`config.mk`:
```
export PLATFORM = sky130hd
export DESIGN_NAME = tts_unit
export DESIGN_NICKNAME = d
export VERILOG_FILES = /design/src/design/tts_pkg.sv /design/src/design/tts_unit.sv
export SDC_FILE = /design/constraint.sdc
export NUM_CORES = 1
export LEC_CHECK = 0
export BUFFER_PORTS_ARGS = -buffer_cell sky130_fd_sc_hd__buf_2
export CAP_MARGIN = 20
export CORE_MARGIN = 2
export CORE_UTILIZATION = 50
export DETAILED_ROUTE_END_ITERATION = 16
export HOLD_SLACK_MARGIN = 0.03
export PLACE_DENSITY_LB_ADDON = 0.08
export SLEW_MARGIN = 0
export SYNTH_ARGS = -nofsm -noshare
export SYNTH_HDL_FRONTEND = slang
export SYNTH_SLANG_ARGS = --single-unit
```
`constraint.sdc`:
```
create_clock -name i_clk -period 8.08 [get_ports i_clk]
set_clock_uncertainty 0.2 [all_clocks]
set_input_delay 1.212 -clock i_clk [delete_from_list [all_inputs] [get_ports i_clk]]
set_output_delay 1.212 -clock i_clk [all_outputs]
set_load 0.05 [all_outputs]
```
`src/design/tts_pkg.sv`:
```
`timescale 1ns / 1ps
// ----------------------------------------------------------------------------
// tts_pkg
// Types, constants and codes shared by the tridiagonal solver modules.
// ----------------------------------------------------------------------------
package tts_pkg;

    localparam int WORD_W   = 48;
    localparam int FRAC_W   = 24;
    localparam int IDX_W    = 11;
    localparam int STAT_W   = 2;
    localparam int MAX_ROWS_DEF = 1024;

    localparam logic signed [WORD_W-1:0] WORD_MAX = {1'b0, {(WORD_W-1){1'b1}}};
    localparam logic signed [WORD_W-1:0] WORD_MIN = {1'b1, {(WORD_W-1){1'b0}}};

    localparam logic ACT_LOAD = 1'b0;
    localparam logic ACT_READ = 1'b1;

    localparam logic [STAT_W-1:0] ST_OK  = 2'd0;
    localparam logic [STAT_W-1:0] ST_SAT = 2'd1;
    localparam logic [STAT_W-1:0] ST_BAD = 2'd2;

    typedef struct packed {
        logic                     action;
        logic signed [WORD_W-1:0] coef_sub;
        logic signed [WORD_W-1:0] coef_super;
        logic signed [WORD_W-1:0] coef_diag;
        logic signed [WORD_W-1:0] rhs;
        logic                     last_row;
        logic [IDX_W-1:0]         read_index;
    } t_in_req;

    typedef struct packed {
        logic signed [WORD_W-1:0] y_value;
        logic [IDX_W-1:0]         y_index;
        logic [STAT_W-1:0]        status;
    } t_out_rsp;

    typedef enum logic {
        UOP_MUL,
        UOP_DIV
    } t_uop;

    typedef enum logic [1:0] {
        U_IDLE,
        U_PREP,
        U_RUN,
        U_DONE
    } t_ustate;

    typedef struct packed {
        logic                     start;
        t_uop                     op;
        logic signed [WORD_W-1:0] x;
        logic signed [WORD_W-1:0] y;
    } t_unit_cmd;

    typedef struct packed {
        logic                     done;
        logic                     err;
        logic signed [WORD_W-1:0] value;
    } t_unit_rsp;

    typedef enum logic [3:0] {
        S_IDLE,
        S_LD_INIT,
        S_LD_MUL1,
        S_LD_SUB,
        S_LD_DIV1,
        S_LD_MUL2,
        S_LD_ADD,
        S_LD_DIV2,
        S_BS_INIT,
        S_BS_RD,
        S_BS_MULST,
        S_BS_MUL,
        S_BS_ADD,
        S_RD_MEM,
        S_RD_OUT
    } t_state;

endpackage

```
`src/design/tts_unit.sv`:
```
`timescale 1ns / 1ps
// ----------------------------------------------------------------------------
// tts_unit
// Shared shift-add multiplier and restoring divider, one bit per cycle,
// fixed point with saturation to the word range.
// ----------------------------------------------------------------------------
module tts_unit (
    input  logic                i_clk,
    input  logic                i_rst_n,
    input  tts_pkg::t_unit_cmd  i_cmd,
    output tts_pkg::t_unit_rsp  o_rsp
);

    localparam int W     = tts_pkg::WORD_W;
    localparam int F     = tts_pkg::FRAC_W;
    localparam int QW    = W + F;
    localparam int CNT_W = $clog2(QW + 1);
    localparam logic [2*W-1:0] LIM = {{W{1'b0}}, 1'b1, {(W-1){1'b0}}};

    tts_pkg::t_ustate r_state, n_state;
    tts_pkg::t_uop    r_op;
    logic signed [W-1:0] r_x, r_y;
    logic [W-1:0]     r_p;
    logic [W-1:0]     r_hi;
    logic [QW-1:0]    r_lo;
    logic [CNT_W-1:0] r_cnt;
    logic             r_neg, r_xneg, r_dz;

    logic [W-1:0]     mx, my;
    logic [W:0]       rs;
    logic [W+1:0]     opa, opb, sum;
    logic             is_div, ge;
    logic [2*W-1:0]   mres;
    logic             sat;

    assign mx     = r_x[W-1] ? (~r_x + 1'b1) : r_x;
    assign my     = r_y[W-1] ? (~r_y + 1'b1) : r_y;
    assign is_div = (r_op == tts_pkg::UOP_DIV);

    // one adder serves both: add multiplicand, or trial-subtract divisor
    assign rs  = {r_hi, r_lo[QW-1]};
    assign opa = is_div ? {1'b0, rs} : {2'b00, r_hi};
    assign opb = is_div ? ~{2'b00, r_p} : (r_lo[0] ? {2'b00, r_p} : '0);
    assign sum = opa + opb + {{(W+1){1'b0}}, is_div};
    assign ge  = ~sum[W+1];

    always_comb begin
        mres = is_div ? {{(W-F){1'b0}}, r_lo} : {{F{1'b0}}, r_hi, r_lo[W-1:F]};
        sat  = r_neg ? (mres > LIM) : (mres >= LIM);
        o_rsp.done = (r_state == tts_pkg::U_DONE);
        if (r_dz) begin
            o_rsp.err   = 1'b1;
            o_rsp.value = r_xneg ? tts_pkg::WORD_MIN : tts_pkg::WORD_MAX;
        end else if (sat) begin
            o_rsp.err   = 1'b1;
            o_rsp.value = r_neg ? tts_pkg::WORD_MIN : tts_pkg::WORD_MAX;
        end else begin
            o_rsp.err   = 1'b0;
            o_rsp.value = r_neg ? (~mres[W-1:0] + 1'b1) : mres[W-1:0];
        end
    end

    always_comb begin
        n_state = r_state;
        unique case (r_state)
            tts_pkg::U_IDLE: begin
                if (i_cmd.start) n_state = tts_pkg::U_PREP;
            end
            tts_pkg::U_PREP: begin
                n_state = (is_div && my == '0) ? tts_pkg::U_DONE : tts_pkg::U_RUN;
            end
            tts_pkg::U_RUN: begin
                if (r_cnt == CNT_W'(1)) n_state = tts_pkg::U_DONE;
            end
            tts_pkg::U_DONE: begin
                n_state = i_cmd.start ? tts_pkg::U_PREP : tts_pkg::U_IDLE;
            end
            default: n_state = tts_pkg::U_IDLE;
        endcase
    end

    always_ff @(posedge i_clk) begin
        if (!i_rst_n) begin
            r_state <= tts_pkg::U_IDLE;
        end else begin
            r_state <= n_state;
        end
    end

    always_ff @(posedge i_clk) begin
        if (i_cmd.start) begin
            r_op <= i_cmd.op;
            r_x  <= i_cmd.x;
            r_y  <= i_cmd.y;
        end
        if (r_state == tts_pkg::U_PREP) begin
            r_p    <= is_div ? my : mx;
            r_neg  <= r_x[W-1] ^ r_y[W-1];
            r_xneg <= r_x[W-1];
            r_dz   <= is_div && (my == '0);
            r_hi   <= '0;
            r_lo   <= is_div ? {mx, {F{1'b0}}} : {{F{1'b0}}, my};
            r_cnt  <= is_div ? CNT_W'(QW) : CNT_W'(W);
        end else if (r_state == tts_pkg::U_RUN) begin
            r_cnt <= r_cnt - 1'b1;
            if (is_div) begin
                r_hi <= ge ? sum[W-1:0] : rs[W-1:0];
                r_lo <= {r_lo[QW-2:0], ge};
            end else begin
                r_hi <= sum[W:1];
                r_lo <= {r_lo[QW-1:W], sum[0], r_lo[W-1:1]};
            end
        end
    end

endmodule

```
---- Word level (Yosys, flattened, before mapping) ----
Cells that the tools add are included.
storage, ports and cells
  bits in registers ....................... 277
  output and inout port bits .............. 50
  word-level logic and storage cells ...... 66
cells by class
  add/subtract/negate cells ............... 6
  $lt $le $gt $ge ......................... 2
  equal/unequal tests ..................... 6
  muxes and demuxes ....................... 27
  bitwise logic cells ..................... 6
  reductions and logical operators ........ 7
operators by type and width
  operator                 number
  $mux W48                 9
  $mux W72                 5
  $mux W49                 3
  $add A48 B1 Y48 const B  3
  $not A48 Y48             3
  $ge A72 B48 Y1 const B   1
  $gt A72 B48 Y1 const B   1
  $add A49 B50 Y50         1
  $add A50 B1 Y50          1
  $mux W50                 1
  $not A48 Y50             1
  $logic_not A48 Y1        1
  $mux W7                  3
  $pmux W2 S4              1
  $eq A7 B1 Y1 const B     1
  $sub A7 B1 Y7 const B    1
  $eq A2 B2 Y1 const B     2
  $mux W2                  2
  $ne A2 B2 Y1 const B     2
  $reduce_and A2 Y1        2
  $reduce_bool A2 Y1       2
  $mux W1                  3
  $eq A2 B1 Y1 const B     1
  $logic_not A2 Y1         1
  3 further kinds          3

---- Longest topological paths before layout ----
Gate-level depths: netlist (run 1).
  depth after elaboration ................. 8
  depth in mapped cells ................... 25
  depth with buffers taken out ............ 15

---- Least setup slack after synthesis (run 1) ----
No wires, ideal clock.
  path type ............................... flip-flop to output port
  start ................................... reg r_op, in the netlist is_div
  end ..................................... out o_rsp[0] (netlist name)
  arrival ................................. 6.251 ns
  data required time ...................... 6.668 ns
  path slack .............................. 0.417 ns
  stages on the path, launching flop included .. 20
  cells stage by stage .................... edfxtp_1 > buf_2 > buf_1 > clkbuf_1 > buf_1 > clkbuf_1 > clkbuf_1 > clkbuf_1 > mux2i_1 > ha_1 > o21ai_0 > or3_1 > or3_1 > nor3_1 > nand4_1 > nor3_1 > o21bai_1 > clkbuf_1 > clkbuf_1 > o21ai_0
RTL lines
  what                    RTL line        RTL
  from (decl)             tts_unit.sv:21  tts_pkg::t_uop r_op;
  from (signal assigned)  tts_unit.sv:92  r_op <= i_cmd.op;
  to (decl)               tts_unit.sv:11  output tts_pkg::t_unit_rsp o_rsp

==> impl_metrics.ini, run 1 <==
[placement]
place_ws_ps = 2010
dp.cells = 2774
gp_congestion = 0.941
placed_area_sq_mm = 0.0209
io_buffers = 149
hpwl_um = 46300

[yosys]
ys_seq_area_share_pct = 39.3
yosys_most_used_dff = edfxtp_1
synth.avg_cell_area_sq_um = 8.92
synth.net_count = 2391
yosys_register_bits = 277
synth_area_leaders = edfxtp_1, o21ai_0, dfxtp_1, nand2_1, mux2i_1
synth_edf_count = 227
postSynthCellCount = 2232
yosysTopAreaCellShare_pct = 34.3
yosys_warnings = 0
synth.largest_area_cell = edfxtp_1
synth_area_sq_mm = 0.0199
netlist-cell-type-count = 78
ys_async_sr_fraction_pct = 0

[clock_tree]
ctsHoldBuffers = 0
clock_latency_ps = 600
post_cts_resized = 0
cts_buffers = 31
h-tree-depth = 1
cts_root_buffer = clkbuf_16
cts_tree = built
clockBufferDepth = 3
cts_setup_buffers = 0
clk_pin_slew_worst_paths_ps = 60
clkSinkCount = 277

[sta]
min_period_ps = 6800
tns_ps = 0
max_slew_margin_pct = 28.7
holdWs_ps = 316
fin_ws_ps = 1280
rsz0062_at_grt = no
period_share_pct = 84.2
tightest_slew_ps = 1070
drv_slew = 0
report.final.hold_viol_count = 0
max_freq_mhz = 147
finalSetupViolCount = 0

[finish]
n_fill_cell = 3588
final_cell_mix = o21ai_0, nand2_1, edfxtp_1
drive_gt1_share_pct = 13.6
seqCellArea_sq_mm = 0.00782
syn2layout_area_growth_pct = 10.4
final_common_cell = o21ai_0
multiInputGateArea_sq_mm = 0.0114
instances_no_fill = 2833
final_area_sq_mm = 0.0220
diodes = 0
finish.utilization_pct = 55.6
nets = 2444

[worst_setup_path]
critical_path_buf_inv_count = 3
critPathKind = reg2out
cp_slowest_stage_delay_ps = 640
crit_family = simple AND/OR/NAND/NOR gates
cp_data_arrival_time_ps = 5390
crit_fanout = 74
start_kind = flop
required_ps = 6670
cp_slowest_cell = buf_4
path_cells = buf_4 > mux2i_1 > ha_1 > o21ai_0 > or3_1 > or3_1 > nor3_1 > nand4_1 > nor3_1 > o21bai_2 > buf_8 > o21ai_0 > buf_2
worstSetupEndpointType = output port

[floorplanning]
num_rows = 73
die_area_sq_mm = 0.0414
fp.dieW_um = 203
ios = 150
initial_core_util_pct = 50.3
coreArea_sq_mm = 0.0395
die_h_um = 203

[routing]
wl_um = 61700
num_vias = 17300
drt_iter0_markers = 1582
vias_per_cell = 6.11
post-route-drc-count = 0
first_pass_iters = 7
wl_per_cell_um = 21.8
ant_nets = 0

[min_path]
hp-class = reg2reg

[grt]
grt_pass1_wl_um = 93600
grt.overflow.total = 0
grt.total_usage_pct = 29.3
antenna_found_initial = 1
grt_pass1_vias = 15800
grt_max_degree = 213

[power_and_ir_drop]
leakage_nw = 8.49
vdd_drop_max_mv = 0.214
p_per_area_mw_per_mm2 = 369
finalPower_mw = 8.12

[run]
max_cap_viol_count = 0

[outcome]
status = completed
[cell type report]
class,instances,share of cell area [%]
Multi-Input combinational cell,1760,51.7
Sequential cell,277,35.6
Timing Repair Buffer,172,4.50
Clock buffer,41,3.88
Tap cell,525,2.99
Inverter,43,0.746
Clock inverter,15,0.615
[flip-flops by register name (all words and copies together) (netlist names)]
name and cells:
r_lo 72, is_div 1, r_xneg 1, r_cnt 7, r_hi 48, r_neg 1
r_x 48, r_p 48, r_state 2, r_dz 1, r_y 48
[layer usage]
metal  track usage [%]  wire [um]
met1              41.8      27800
met2              46.0      27600
met3              4.30       4280
met4              8.79       1980
met5             0.476          0
[kinds of logic (layout without fill, tap and decap cells)]
| kind of cell | Yosys count | count (layout) | synth area share (%) |
|---|---|---|---|
| AOI/OAI and AO/OA | 678 | 678 | 20.3 |
| xor gates and xnor gates | 186 | 186 | 8.22 |
| adders and majority gates | 59 | 59 | 3.79 |
| buffers and inverters | 195 | 271 | 3.74 |
| DFF | 277 | 277 | 39.3 |
| muxes | 150 | 150 | 8.43 |
| and+or+nand+nor | 687 | 687 | 16.2 |
[synthesized netlist by cell type, types with 6 or more instances]
cell type and number:
o21ai_0 291, nand2_1 266, edfxtp_1 227, a21oi_1 160, nor2_1 152, clkbuf_1 127, xnor2_1 99, mux2i_1 91
xor2_1 86, ha_1 57, nor3_1 55, dfxtp_1 50, mux2_2 50, inv_1 42, a21o_1 37, nor2b_1 35
nand3_1 29, a211oi_1 25, o31ai_1 25, nor4_1 24, nand4_1 22, or3_1 22, buf_1 20, o211ai_1 17
o21a_1 17, or4_1 17, a31oi_1 16, or2_2 12, nand2b_1 11, mux4_2 9, o41ai_1 9, a41oi_1 8
and2_1 8, nor3b_1 8, a2111oi_0 7, a311oi_1 7, a31o_2 7, o22ai_1 7, and3_1 6, o21bai_1 6
[worst paths after layout]
check	cells past startpoint	slack (ps)	startpoint	end
min reg2reg	1	320	r_hi[4]	r_hi[4]
max reg2reg	17	2180	is_div	r_hi[38]
min	1	320	r_hi[4]	r_hi[4]
max	13	1280	is_div	o_rsp[13]
[where the power goes]
part           total, mW  switching (mW)  internal [mW]
Combinational       4.05            2.65           1.40
Sequential          2.67           0.517           2.16
Clock               1.39           0.590          0.801
No activity file was read; power rests on OpenSTA's default activity.
==> run 2, diff against run 1 <==
- clock period: 8.08 -> 5.93 ns (I/O delays scaled with it)
==> impl_metrics.ini, run 2 (synthesized netlist as in run 1, its figures left out) <==
[clock_tree]
clock_latency_ps = 560
h-tree-depth = 2
clk_pin_slew_worst_paths_ps = 60
clockBufferDepth = 3
cts_tree = built
cts_buffers = 34
clkSinkCount = 277
cts_root_buffer = clkbuf_16

[worst_setup_path]
start_kind = flop
r2r_cells = 15
worstSetupEndpointType = output port
required_ps = 4840
cp_data_arrival_time_ps = 4400
crit_fanout = 8
critPathKind = reg2out

[finish]
finish.utilization_pct = 57.0
largest_register_ffs = 72
final_common_cell = nand2_1
multiInputGateArea_sq_mm = 0.0116
diodes = 0
final_cell_mix = nand2_1, o21ai_0, edfxtp_1
instances_no_fill = 2849
final_area_sq_mm = 0.0225
nets = 2459
drive_gt1_share_pct = 15.9
n_fill_cell = 3579
seqCellArea_sq_mm = 0.00782
regMostFlops = r_lo
syn2layout_area_growth_pct = 13.2

[power_and_ir_drop]
p_sw_share_pct = 46.7
sequentialPowerShare_pct = 31.8
combPwrFrac_pct = 50.0
p_int_mw = 6.14
p_per_area_mw_per_mm2 = 511
clkPwrFrac_pct = 18.2
vdd_drop_max_mv = 0.256
leakage_nw = 8.68
finalPower_mw = 11.5
p_sw_mw = 5.38

[routing]
wl_um = 62500
wl_per_cell_um = 21.9
drt_iter0_markers = 1772
vias_per_cell = 6.11
post-route-drc-count = 0
first_pass_iters = 6
num_vias = 17400
ant_nets = 0

[floorplanning]
num_rows = 73
ios = 150
coreArea_sq_mm = 0.0395
die_area_sq_mm = 0.0414
fp.dieW_um = 203
die_h_um = 203
initial_core_util_pct = 50.3

[sta]
max_slew_margin_pct = 38.4
rsz0062_at_grt = no
max_freq_mhz = 182
min_period_ps = 5490
drv_slew = 0
tns_ps = 0
finalSetupViolCount = 0
period_share_pct = 92.6
fin_ws_ps = 437
report.final.hold_viol_count = 0
tightest_slew_ps = 924
holdWs_ps = 300

[min_path]
hold_path_depth = 1
hp-class = in2reg

[grt]
grt_pass1_vias = 16000
grt_max_degree = 87
antenna_found_initial = 1
grt.overflow.total = 0
grt.total_usage_pct = 29.9
grt_pass1_wl_um = 95300

[placement]
placed_area_sq_mm = 0.0214
place_ws_ps = 666
gp_congestion = 0.923
dp.cells = 2785
hpwl_um = 47300
io_buffers = 149

[outcome]
status = completed

[run]
max_cap_viol_count = 0
[run 2: cell count changes in the layout (fill, tap and decap cells not counted), sizes merged]
cell,before,now
clkbuf,41,35
clkinvlp,0,2
bufinv,2,3
clkinv,13,17
buf,172,184
inv,43,46
[run 2: final timing paths]
path / startpoint / endpoint / slack (ps)
worst max-delay path: is_div / o_rsp[41] / 440
worst min-delay path: i_cmd[83] / r_x[35] / 300
worst max register to register: is_div / r_hi[40] / 820
worst min register to register: r_hi[8] / r_hi[8] / 310
[run 2: layer usage]
metal | GRT usage (%) | vias up | part of all wire [%]
met5 | 0 | - | 0.019
met4 | 9.20 | 2 | 3.0
met3 | 4.87 | 107 | 6.9
met2 | 45.6 | 675 | 44
met1 | 43.5 | 8240 | 46
li1 | - | 8370 | -
[run 2: cell type report]
class                   count  share of cell area, %
clock inverters            25                   1.15
well taps                 525                   2.92
flip-flops and latches    277                   34.7
clock buffers              35                   3.79
repair buffers            184                   5.04
inverters                  43                  0.728
multi-input cells        1760                   51.7
[run 2: timing repair]
action / CTS / global route
buffers inserted: 0 / 2
endpoints found under the setup margin: 0 / 49
gates resized for setup: 0 / 2
hold buffers: 0 / 0
[run 2: power groups by stage]
stage | combinational (mW) | clock, mW | sequential [mW]
global placement | 5.61 | 0 | 3.65
CTS | 5.68 | 2.13 | 3.62
floorplan | 4.29 | 0 | 3.31
detailed placement | 5.65 | 0 | 3.66
finish | 5.76 | 2.10 | 3.66
global route | 6.28 | 2.22 | 3.71
[run 2: worst max-delay path, cell delays in order, from the launching register on]
cell and delay, ps:
edfxtp_1 440, buf_4 200, mux2i_2 270, o221ai_1 290, nor4_1 420, nand2_1 120
or3b_2 550, nor2_1 270, nand3_1 320, o31ai_1 390, xnor2_1 150, o21ai_4 140
buf_2 270
==> run 3, diff against run 2 <==
- ABC_AREA: default -> 1
==> impl_metrics.ini, run 3 <==
[yosys]
yosysTopAreaCellShare_pct = 30.9
synth_area_sq_mm = 0.0220
yosysMostFrequentCell = nand2_1
netlist-cell-type-count = 54
yosys_register_bits = 277
ys_async_sr_fraction_pct = 0
ys_seq_area_share_pct = 35.5
synth_area_leaders = edfxtp_1, nand2_1, nor2_1, inv_1, nand3_1
yosys_most_used_dff = edfxtp_1
yosys-top-cells-count = nand2_1, nor2_1, inv_1
synth.avg_cell_area_sq_um = 6.91
synth.net_count = 3347
yosys_warnings = 0
synth.largest_area_cell = edfxtp_1
synth_edf_count = 227
postSynthCellCount = 3188

[placement]
dp.cells = 3820
place_ws_ps = 1130
placed_area_sq_mm = 0.0231
hpwl_um = 61200
io_buffers = 149
gp_congestion = 1.01

[sta]
drv_slew = 0
tightest_slew_ps = 1150
period_share_pct = 91.1
rsz0062_at_grt = no
min_period_ps = 5400
finalSetupViolCount = 0
fin_ws_ps = 526
max_slew_margin_pct = 23.0
tns_ps = 0
max_freq_mhz = 185
report.final.hold_viol_count = 0

[floorplanning]
die_h_um = 214
fp.dieW_um = 214
num_rows = 76
initial_core_util_pct = 50.9
coreArea_sq_mm = 0.0433
die_area_sq_mm = 0.0458
ios = 150

[routing]
wl_met1_um = 34700
wl_per_cell_um = 20.3
first_pass_iters = 6
routed.top_layer = met4
wl_met2_um = 34000
num_vias = 22500
dr_wl_met3_um = 7100
vias_per_cell = 5.81
drt_iter0_markers = 2656
wl_um = 78800
ant_nets = 0
post-route-drc-count = 0

[power_and_ir_drop]
p_per_area_mw_per_mm2 = 481
leakage_nw = 10.3
vdd_drop_max_mv = 0.308

[outcome]
status = completed

[min_path]
hold_path_depth = 1
hp-class = in2reg

[worst_setup_path]
required_ps = 4840
critPathKind = reg2out
endpoint = o_rsp[13]
cp-startpoint = is_div
timing.rr.start = is_div
path_cells = buf_4 > nor2_1 > inv_1 > nand4_1 > or2_1 > nor2_1 > nand4_1 > a31oi_4 > buf_4 > nand2_1 > buf_2
ff2ff_setup_slack_ps = 1130
cp_data_arrival_time_ps = 4310
cp_slowest_cell = a31oi_4
start_kind = flop
worstSetupEndpointType = output port
cp_slowest_stage_delay_ps = 700
crit_fanout = 50
r2r_cells = 15
worst_r2r_endpoint = r_hi[23]

[finish]
syn2layout_area_growth_pct = 9.68
final_area_sq_mm = 0.0242
final_cell_mix = nand2_1, nor2_1, inv_1
drive_gt1_share_pct = 9.53
nets = 3428
final_common_cell = nand2_1
diodes = 0
finish.utilization_pct = 55.8
largest_register_ffs = 72
regMostFlops = r_lo
instances_no_fill = 3879

[grt]
grt.total_usage_pct = 33.3
antenna_found_initial = 0
grt_max_degree = 121
grt_pass1_vias = 20700
grt_pass1_wl_um = 120000
grt.overflow.total = 0

[clock_tree]
clockBufferDepth = 3
post_cts_resized = 0
h-tree-depth = 1
clkSinkCount = 277
cts_tree = built
clock_latency_ps = 610
cts_setup_buffers = 0
cts_root_buffer = clkbuf_16
cts_buffers = 31
clk_pin_slew_worst_paths_ps = 70
ctsHoldBuffers = 0

[run]
max_cap_viol_count = 0
-- run 3: cell types whose count changed after synthesis, sizes merged, moves of 33 or more --
cell,previous run,this run
nor2b,35,0
mux2i,91,1
nor2,152,416
inv,42,364
clkbuf,128,70
xnor2,100,43
mux2,50,0
nand3,29,220
a21oi,160,193
nand2,266,850
nand4,22,91
buf,24,57
-- run 3: final cells by class --
cell class                      count  area (sq um)
Inverter                          366          1380
Tap cell                          585           732
Fill cell                        4245         19100
Multi-Input combinational cell   2418         12200
Sequential cell                   277          7820
Clock inverter                     23           236
Clock buffer                       35           791
Timing Repair Buffer              175          1010
-- run 3: worst min-delay path by stage --
stage / start / to / slack [ps]
after global placement: r_hi[23] / r_hi[23] / 250
after floorplan: r_x[47] / r_xneg / 220
after detailed placement: r_hi[23] / r_hi[23] / 260
after CTS: i_cmd[84] / r_x[36] / 220
after global routing: i_cmd[90] / r_x[42] / 220
final: i_cmd[90] / r_x[42] / 240
-- run 3: power breakdown --
group / internal (mW) / switching, mW / total (mW) / leakage (nW)
clock: 1.13 / 0.847 / 1.98 / 0.505
sequential: 2.94 / 0.383 / 3.32 / 2.61
combinational: 1.78 / 4.54 / 6.32 / 7.19
-- run 3: routing by layer --
metal | track usage, % | up-vias
met5 | 0 | -
met4 | 11.5 | 0
met3 | 5.00 | 149
met2 | 51.0 | 1116
met1 | 48.0 | 10500
li1 | - | 10800
-- run 3: cells by family (layout without fill, tap and decap cells) --
group / Yosys count / in the layout / share of synthesized area, %
flip-flops: 277 / 277 / 35.5
multiplexers: 1 / 1 / 0.0454
adder cells (fa/ha/maj): 59 / 59 / 3.42
buffers and inverters: 493 / 599 / 9.33
XOR/XNOR: 121 / 121 / 4.81
AO/OA/AOI/OAI: 594 / 594 / 15.4
AND/OR/NAND/NOR: 1643 / 1643 / 31.5
-- run 3: per-stage QoR --
stage	total power [mW]	hold slack (ps)
global route	12.3	224
CTS	11.5	221
finish	11.6	244
detailed placement	9.48	257
global placement	9.44	254
floorplan	7.64	224
-- run 3: critical path: cells and delay by family, from the launching register on --
kind | cells | cell delay (ps)
compound gates | 1 | 700
buf+inv | 4 | 1230
flops | 1 | 570
simple gates | 6 | 1170
